File: src/hdl/spq_pkg.sv
`timescale 1ns / 1ps

package spq_pkg;

  localparam int DataW = 32;
  localparam int PrioW = 8;
  localparam int FillW = 4;

  typedef enum logic {
    ACT_ENQ = 1'b0,
    ACT_DEQ = 1'b1
  } action_t;

  typedef enum logic [1:0] {
    ST_DONE  = 2'd0,
    ST_FULL  = 2'd1,
    ST_EMPTY = 2'd2
  } status_t;

  typedef logic signed [DataW-1:0] data_t;
  typedef logic [PrioW-1:0] prio_t;

  // broadcast to every cell in the row
  typedef struct packed {
    logic  enq;
    logic  deq;
    data_t data;
    prio_t prio;
  } cell_ctrl_t;

endpackage

File: src/hdl/spq_if.sv
`timescale 1ns / 1ps

interface spq_in_if import spq_pkg::*; ();
  logic    valid;
  logic    ready;
  logic    action;
  data_t   item_data;
  prio_t   item_priority;

  modport source (output valid, action, item_data, item_priority, input ready);
  modport sink (input valid, action, item_data, item_priority, output ready);
endinterface

interface spq_out_if import spq_pkg::*; ();
  logic             valid;
  logic             ready;
  logic             head_valid;
  data_t            head_data;
  prio_t            head_priority;
  logic [1:0]       status;
  logic [FillW-1:0] fill_level;

  modport source (output valid, head_valid, head_data, head_priority, status, fill_level,
                  input ready);
  modport sink (input valid, head_valid, head_data, head_priority, status, fill_level,
                output ready);
endinterface

File: src/hdl/spq_cell.sv
`timescale 1ns / 1ps

module spq_cell import spq_pkg::*; (
  input  logic       clk,
  input  cell_ctrl_t ctrl,
  input  logic       occupied,
  input  logic       prev_ahead,
  input  data_t      prev_data,
  input  prio_t      prev_prio,
  input  data_t      next_data,
  input  prio_t      next_prio,
  output logic       ahead,
  output data_t      data,
  output prio_t      prio
);

  data_t data_next;
  prio_t prio_next;

  // entry stays ahead of an incoming one only if strictly higher priority
  assign ahead = occupied && (ctrl.prio < prio);

  always_comb begin
    data_next = data;
    prio_next = prio;
    if (ctrl.deq) begin
      data_next = next_data;
      prio_next = next_prio;
    end else if (ctrl.enq && !ahead) begin
      if (prev_ahead) begin
        data_next = ctrl.data;
        prio_next = ctrl.prio;
      end else begin
        data_next = prev_data;
        prio_next = prev_prio;
      end
    end
  end

  always_ff @(posedge clk) begin
    data <= data_next;
    prio <= prio_next;
  end

endmodule

File: src/hdl/sorted_priority_queue.sv
`timescale 1ns / 1ps
// An accepted item's result is registered and shows on rsp in the cycle after acceptance.
// Throughput: one item per cycle while no result waits on rsp; the whole row of cells shifts at once.
// req.ready is low only while a result waits on rsp and rsp.ready is low.
// Reset clears the entry count and the result valid flag; slot contents
// and result payload are not cleared and are never read before written.

module sorted_priority_queue import spq_pkg::*; #(
  parameter int DEPTH = 8
) (
  input logic        clk,
  input logic        rst,
  spq_in_if.sink     req,
  spq_out_if.source  rsp
);

  localparam int CntW = $clog2(DEPTH + 1);

  logic [CntW-1:0] count;
  logic [CntW-1:0] count_next;
  logic            accept;
  logic            full;
  logic            empty;
  cell_ctrl_t      ctrl;

  data_t             cell_data  [DEPTH];
  prio_t             cell_prio  [DEPTH];
  logic [DEPTH-1:0]  cell_ahead;

  logic             res_head_valid;
  data_t            res_head_data;
  prio_t            res_head_priority;
  status_t          res_status;

  assign req.ready = !rsp.valid || rsp.ready;
  assign accept    = req.valid && req.ready;
  assign full      = (count == CntW'(DEPTH));
  assign empty     = (count == '0);

  always_comb begin
    ctrl.enq  = accept && (req.action == ACT_ENQ) && !full;
    ctrl.deq  = accept && (req.action == ACT_DEQ) && !empty;
    ctrl.data = req.item_data;
    ctrl.prio = req.item_priority;
  end

  genvar i;
  generate
    for (i = 0; i < DEPTH; i++) begin : g_cell
      logic  occ;
      logic  p_ahead;
      data_t p_data;
      prio_t p_prio;
      data_t n_data;
      prio_t n_prio;

      assign occ = (CntW'(i) < count);

      if (i == 0) begin : g_first
        assign p_ahead = 1'b1;
        assign p_data  = req.item_data;
        assign p_prio  = req.item_priority;
      end else begin : g_mid
        assign p_ahead = cell_ahead[i-1];
        assign p_data  = cell_data[i-1];
        assign p_prio  = cell_prio[i-1];
      end

      if (i == DEPTH - 1) begin : g_last
        assign n_data = cell_data[i];
        assign n_prio = cell_prio[i];
      end else begin : g_inner
        assign n_data = cell_data[i+1];
        assign n_prio = cell_prio[i+1];
      end

      spq_cell u_cell (
        .clk        (clk),
        .ctrl       (ctrl),
        .occupied   (occ),
        .prev_ahead (p_ahead),
        .prev_data  (p_data),
        .prev_prio  (p_prio),
        .next_data  (n_data),
        .next_prio  (n_prio),
        .ahead      (cell_ahead[i]),
        .data       (cell_data[i]),
        .prio       (cell_prio[i])
      );
    end
  endgenerate

  always_comb begin
    count_next = count;
    if (ctrl.enq) begin
      count_next = count + CntW'(1);
    end else if (ctrl.deq) begin
      count_next = count - CntW'(1);
    end
  end

  always_comb begin
    res_head_valid    = ctrl.deq;
    res_head_data     = ctrl.deq ? cell_data[0] : '0;
    res_head_priority = ctrl.deq ? cell_prio[0] : '0;
    res_status        = ST_DONE;
    if (req.action == ACT_ENQ && full) begin
      res_status = ST_FULL;
    end else if (req.action == ACT_DEQ && empty) begin
      res_status = ST_EMPTY;
    end
  end

  always_ff @(posedge clk) begin
    if (rst) begin
      count     <= '0;
      rsp.valid <= 1'b0;
    end else begin
      count <= count_next;
      if (accept) begin
        rsp.valid <= 1'b1;
      end else if (rsp.ready) begin
        rsp.valid <= 1'b0;
      end
    end
  end

  always_ff @(posedge clk) begin
    if (accept) begin
      rsp.head_valid    <= res_head_valid;
      rsp.head_data     <= res_head_data;
      rsp.head_priority <= res_head_priority;
      rsp.status        <= res_status;
      rsp.fill_level    <= FillW'(count_next);
    end
  end

  a_count_bound: assert property (@(posedge clk) disable iff (rst)
    count <= CntW'(DEPTH))
    else $error("entry count above depth");

  a_full_refused: assert property (@(posedge clk) disable iff (rst)
    accept && req.action == ACT_ENQ && full |=> rsp.status == ST_FULL && $stable(count))
    else $error("enqueue on full not refused");

  a_deq_pops: assert property (@(posedge clk) disable iff (rst)
    accept && req.action == ACT_DEQ && !empty
    |=> rsp.head_valid && count == $past(count) - CntW'(1))
    else $error("dequeue did not remove head");

  a_head_status: assert property (@(posedge clk) disable iff (rst)
    rsp.valid && rsp.head_valid |-> rsp.status == ST_DONE)
    else $error("head returned with error status");

  a_enq_grows: assert property (@(posedge clk) disable iff (rst)
    accept && req.action == ACT_ENQ && !full
    |=> count == $past(count) + CntW'(1) && !rsp.head_valid)
    else $error("enqueue did not add entry");

endmodule
File: src/flat_wrapper.sv
// flat-port wrapper written by rule: the top's interface ports become plain ports
module sorted_priority_queue_flat import spq_pkg::*;
#(
  parameter int DEPTH = 8
)
  (clk, rst, req_valid, req_action, req_item_data, req_item_priority, req_ready, rsp_valid, rsp_head_valid, rsp_head_data, rsp_head_priority, rsp_status, rsp_fill_level, rsp_ready);
  spq_in_if req_i ();
  spq_out_if rsp_i ();
  input logic clk;
  input logic rst;
  input wire logic [$bits(req_i.valid)-1:0] req_valid;
  input wire logic [$bits(req_i.action)-1:0] req_action;
  input wire logic [$bits(req_i.item_data)-1:0] req_item_data;
  input wire logic [$bits(req_i.item_priority)-1:0] req_item_priority;
  output wire logic [$bits(req_i.ready)-1:0] req_ready;
  output wire logic [$bits(rsp_i.valid)-1:0] rsp_valid;
  output wire logic [$bits(rsp_i.head_valid)-1:0] rsp_head_valid;
  output wire logic [$bits(rsp_i.head_data)-1:0] rsp_head_data;
  output wire logic [$bits(rsp_i.head_priority)-1:0] rsp_head_priority;
  output wire logic [$bits(rsp_i.status)-1:0] rsp_status;
  output wire logic [$bits(rsp_i.fill_level)-1:0] rsp_fill_level;
  input wire logic [$bits(rsp_i.ready)-1:0] rsp_ready;
  assign req_i.valid = req_valid;
  assign req_i.action = req_action;
  assign req_i.item_data = req_item_data;
  assign req_i.item_priority = req_item_priority;
  assign req_ready = req_i.ready;
  assign rsp_valid = rsp_i.valid;
  assign rsp_head_valid = rsp_i.head_valid;
  assign rsp_head_data = rsp_i.head_data;
  assign rsp_head_priority = rsp_i.head_priority;
  assign rsp_status = rsp_i.status;
  assign rsp_fill_level = rsp_i.fill_level;
  assign rsp_i.ready = rsp_ready;
  sorted_priority_queue #(.DEPTH(DEPTH)) u_core (.clk(clk), .rst(rst), .req(req_i), .rsp(rsp_i));
endmodule
File: config.mk
export PLATFORM = sky130hd
export DESIGN_NAME = sorted_priority_queue_flat
export DESIGN_NICKNAME = d
export VERILOG_FILES = /design/src/hdl/spq_pkg.sv /design/src/hdl/spq_if.sv /design/src/hdl/spq_cell.sv /design/src/hdl/sorted_priority_queue.sv /design/src/flat_wrapper.sv
export SDC_FILE = /design/constraint.sdc
export NUM_CORES = 1
export LEC_CHECK = 0
export CAP_MARGIN = 25
export CORE_ASPECT_RATIO = 0.8
export CORE_UTILIZATION = 55
export DETAILED_ROUTE_END_ITERATION = 10
export DONT_BUFFER_PORTS = 1
export PLACE_DENSITY_LB_ADDON = 0.25
export SLEW_MARGIN = 20
export SYNTH_ARGS = -nofsm -noshare
export SYNTH_HDL_FRONTEND = slang
export SYNTH_HIERARCHICAL = 1
export SYNTH_SLANG_ARGS = --single-unit
File: constraint.sdc
create_clock -name clk -period 6.7 [get_ports clk]
set_input_delay 0.335 -clock clk [delete_from_list [all_inputs] [get_ports clk]]
set_output_delay 0.335 -clock clk [all_outputs]
set_load 0.02 [all_outputs]
# [Yosys cells after proc, flatten, opt, wreduce, memory -nomap -nowiden]
# Index checks and enable logic that the tools add are counted.
[op_classes] addsub=2 mul=0 n_div=0 magnitude_cmp=16 n_eq_ne=1 n_shift=0 n_mux=47 bitwise_logic=2 reduce_logical=45
[op_table] op="2-to-1 mux 32 bit" count=21
[op_table] op="2-to-1 mux 8 bit" count=21
[op_table] op="< comparator 8 bit" count=8
[op_table] op="logical AND 1 bit" count=23
[op_table] op="< comparator 3 x 4 -> 1 bit, first input constant" count=4
[op_table] op="nonzero test 2 bit" count=8
[op_table] op="logical NOT 1 bit" count=11
[op_table] op="< comparator 1 x 4 -> 1 bit, first input constant" count=2
[op_table] op="< comparator 2 x 4 -> 1 bit, first input constant" count=2
[op_table] op="2-to-1 mux 4 bit" count=2
[op_table] op="adder 4 x 1 -> 4 bit, second input constant" count=1
[op_table] op="== test 4 bit, second input constant" count=1
[op_table] op="logical NOT 4 bit" count=1
[op_table] op="subtractor 4 x 1 -> 4 bit, second input constant" count=1
[op_table] op="2-to-1 mux 1 bit" count=2
[op_table] op="2-to-1 mux 2 bit" count=1
[op_table] op="inverter 1 bit" count=2
[op_table] op="AND reduction 2 bit" count=1
[op_table] op="logical OR 1 bit" count=1
[word_totals] register_bits=372 latchBits=0 ramBits=0 mem_bits_ro=0 in_bits=45 output_inout_bits=49 elab_cells=136 n_memories=0

# [Longest topological paths before layout]
[depth] depth_word=8 depth_mapped=10 ltp_nobuf=8

# [By module]
# The synthesis kept the hierarchy.
[modules_own_cells] module="spq_cell" instances=8 cells_each=199 area_per_inst_um2=2228.4 seq_area_each_um2=1201.2
[modules_own_cells] module="sorted_priority_queue" instances=1 cells_each=152 area_per_inst_um2=2162.1 seq_area_each_um2=1511.4

# [Least setup slack after synthesis]
# No wires, ideal clock.
[synth_timing] path_kind="register to register" start="register u_core.count[0]" end="register u_core.g_cell[0].u_cell.data[0] (enable)" setup_time_ns=0.401 arrival_time_ns=2.780 required_time_ns=6.299 path_slack_ns=3.519 stages_incl_launch_ff=9 path_buffers=3 synth_period_minus_slack_ns=3.181 cell_sequence="dfxtp_1 > inv_1 > ha_1 > or3b_1 > and4_4 > buf_6 > clkbuf_1 > buf_2 > a221o_1"
[synth_via] elab_chain_cells=5 word_cells_on_any_way=11 cone_classes="order compare (1); eq/ne (1); reduce/logical (9)"
[synth_lines] element="start, declared" line="sorted_priority_queue.sv:19" rtl="logic [CntW-1:0] count;"
[synth_lines] element="start signal, assigned" line="sorted_priority_queue.sv:119" rtl="count <= count_next;"
[synth_lines] element="< comparator 1 x 4 -> 1 bit" line="sorted_priority_queue.sv:57" rtl="assign occ = (CntW'(i) < count);"
[synth_lines] element="named net u_core.g_cell[0].occ" line="sorted_priority_queue.sv:50" rtl="logic occ;"
[synth_lines] element="logical AND 1 bit" line="spq_cell.sv:21" rtl="assign ahead = occupied && (ctrl.prio < prio);"
[synth_lines] element="logical NOT 1 bit" line="spq_cell.sv:29" rtl="end else if (ctrl.enq && !ahead) begin"
[synth_lines] element="logical AND 1 bit" line="spq_cell.sv:29"
[synth_lines] element="nonzero test 2 bit (no line)"
[synth_lines] element="end signal, assigned" line="spq_cell.sv:41" rtl="data <= data_next;"
[synth_lines] element="end, declared" line="spq_cell.sv:13" rtl="output data_t data,"
# The timed path passes the listed nets, and every way through them passes these cells.
# A chain may end at the register's enable or synchronous reset.

# [Worst setup path in the final report]
[layout_timing] start="register u_core.count[0]" end="register u_core.g_cell[0].u_cell.data[15] (enable)"
# Same word-level chain as after synthesis.

==> metrics.yaml <==
status:
  status: "complete, no violations"
cells_and_area:
  final_cell_mix: "edfxtp_1, nand2_1, o21ai_0, mux2i_1, inv_1"
  area_growth_pct: 6.449
  design_area_mm2: 0.02127
  antenna_cells: 0
  multiInputGateArea_mm2: 0.008003
  final-seq-area_mm2: 0.01112
  layout-drive-gt1-share_pct: 4.982
  num-fill-cells: 2945
  final_common_cell: "edfxtp_1"
  final_nets: 1792
power:
  p_clk_share_pct: 31.8
  p_total_mw: 6.079
  pwr_density_cell_mw_per_mm2: 285.7
  peakVddDrop_mv: 0.2063
  p_sw_mw: 1.672
  intPower_mw: 4.406
  combPwrFrac_pct: 15.9
  leakage_nw: 6.843
  swShare_pct: 27.51
  power_frac_seq_pct: 52.4
floorplanning:
  rows: 62
  die_x_um: 215.1
  core-area_mm2: 0.03584
  io_pins: 94
  dieHeight_um: 172.5
  floorplan.initialDensity_pct: 55.76
  die_area_mm2: 0.03711
timing:
  final.min_clock_period_ps: 3461
  setup_viol: 0
  max-slew-margin-rel_pct: 28.91
  rsz0062_at_grt: "no"
  tightestPinTransition_ps: 1064
  fin_tns_setup_ps: 0
  finalHoldViolCount: 0
  period_share_pct: 51.65
  fmax_mhz: 289.0
  finClkSkew_ps: 17.28
  slew_viol_final: 0
clock_tree:
  cts_resized: 0
  cts_max_level: 2
  cts.reportedPaths.clkPinSlew_ps: 60
  cts_num_sinks: 372
  clockBufferDepth: 3
  cts_made_buffers: 39
  cts_root_buffer: "clkbuf_16"
  cts_tree: "yes"
  cts_setup_buffers: 0
  clk-insertion-delay-late_ps: 540
worst_setup_path:
  crit_required_ps: 6890
  startpoint_type: "flop"
  worst-path-max-fanout: 89
  worstPathArrival_ps: 3650
  end_kind: "flop"
  crit_type: "reg -> reg"
  worst_r2r_path_depth: 6
synthesis:
  netlist_instances: 1743
  avgSynthCellArea_um2: 11.47
  netlist_area_mm2: 0.01998
  yosysWarnings: 6
  syn_nets: 1848
detailed_routing:
  wl_per_cell_um: 21.05
  routed-via-count: 13050
  routed_wl_mm: 46.02
  drt_iter0_drc: 1487
  avgViaCountPerCell: 5.968
  firstDrtPassIters: 7
  drtAntennaViolNets: 0
  drc: 0
grt:
  grt_first_pass_wirelength_mm: 70.94
  grt_pass1_vias: 12260
  antenna_found_initial: 0
  grt_overflow: 0
  grt.total_usage_pct: 24.60
  grt_max_degree: 285
worst_hold_path:
  min_path_type: "in -> reg"
  whs_path_depth: 2
placement:
  dp_hpwl_mm: 27.20
  postPlaceCellArea_mm2: 0.02018
  io_buffers: 0
  gp_congestion: 0.8300
job:
  drv_cap: 0
flip-flops by register name, indices dropped and copies added (netlist names):
name / cells
u_core/g_cell.u_cell/prio: 64
u_core/g_cell.u_cell/data: 256
u_core/rsp.head_valid: 1
u_core/rsp.head_data: 32
u_core/rsp.status: 2
u_core/rsp.valid: 1
u_core/rsp.head_priority: 8
u_core/count: 4
u_core/rsp.fill_level: 4
power groups by stage:
| stage | Clock (mW) | Sequential (mW) | Combinational (mW) |
|---|---|---|---|
| after floorplan | 0 | 3.16 | 0.720 |
| after global placement | 0 | 3.22 | 0.893 |
| after detailed placement | 0 | 3.22 | 0.951 |
| after CTS | 1.97 | 3.18 | 0.953 |
| after global routing | 2.05 | 3.21 | 1.06 |
| final | 1.93 | 3.18 | 0.965 |
cell type report:
type,count,share of cell area [%]
well taps,480,2.823
repair buffers,24,1.188
multi-input cells,1189,37.62
clock buffers,47,4.729
flip-flops and latches,372,52.28
inverters,61,1.076
clock inverters,13,0.2882
per-stage QoR:
step | setup WS (ps) | hold WS (ps) | instances | util [%]
6_report | 3239 | 29.33 | 2186 | 59.36
5_1_grt | 3048 | 30.09 | 2186 | 59.36
4_1_cts | 3258 | 13.85 | 2186 | 59.36
3_5_place_dp | 3263 | 407.7 | 2123 | 56.29
3_3_place_gp | 3336 | 405.4 | 2121 | 56.14
2_1_floorplan | 3519 | 404.1 | 1743 | -
per-layer routing:
layer	GRT usage [%]	wire [µm]	up-vias
li1	-	-	6226
met1	36.46	21580	6221
met2	38.02	20260	547
met3	4.169	3595	52
met4	5.242	583	0
met5	0	0	-
critical path: stages (launching register included):
cell and delay, ps:
dfxtp_1 470, inv_1 110, ha_1 280, or3b_1 210, and4_4 810, a221o_2 680, buf_4 510
worst paths after layout:
check	startpoint	to	slack, ps
worst min register to register	u_core/g_cell[6].u_cell/data[25]$_DFFE_PP_	u_core/g_cell[5].u_cell/data[25]$_DFFE_PP_	550
worst max-delay path	u_core/count[0]$_SDFF_PP0_	u_core/g_cell[0].u_cell/data[15]$_DFFE_PP_	3240
worst min-delay path	rst	u_core/count[0]$_SDFF_PP0_	30
worst max register to register	u_core/count[0]$_SDFF_PP0_	u_core/g_cell[0].u_cell/data[15]$_DFFE_PP_	3240
what timing repair did:
action | CTS | global route
endpoints found under the hold margin | 6 | 0
endpoints found under the setup margin | 0 | 0
hold buffers | 3 | 0
(Power assumes the default switching activity.)
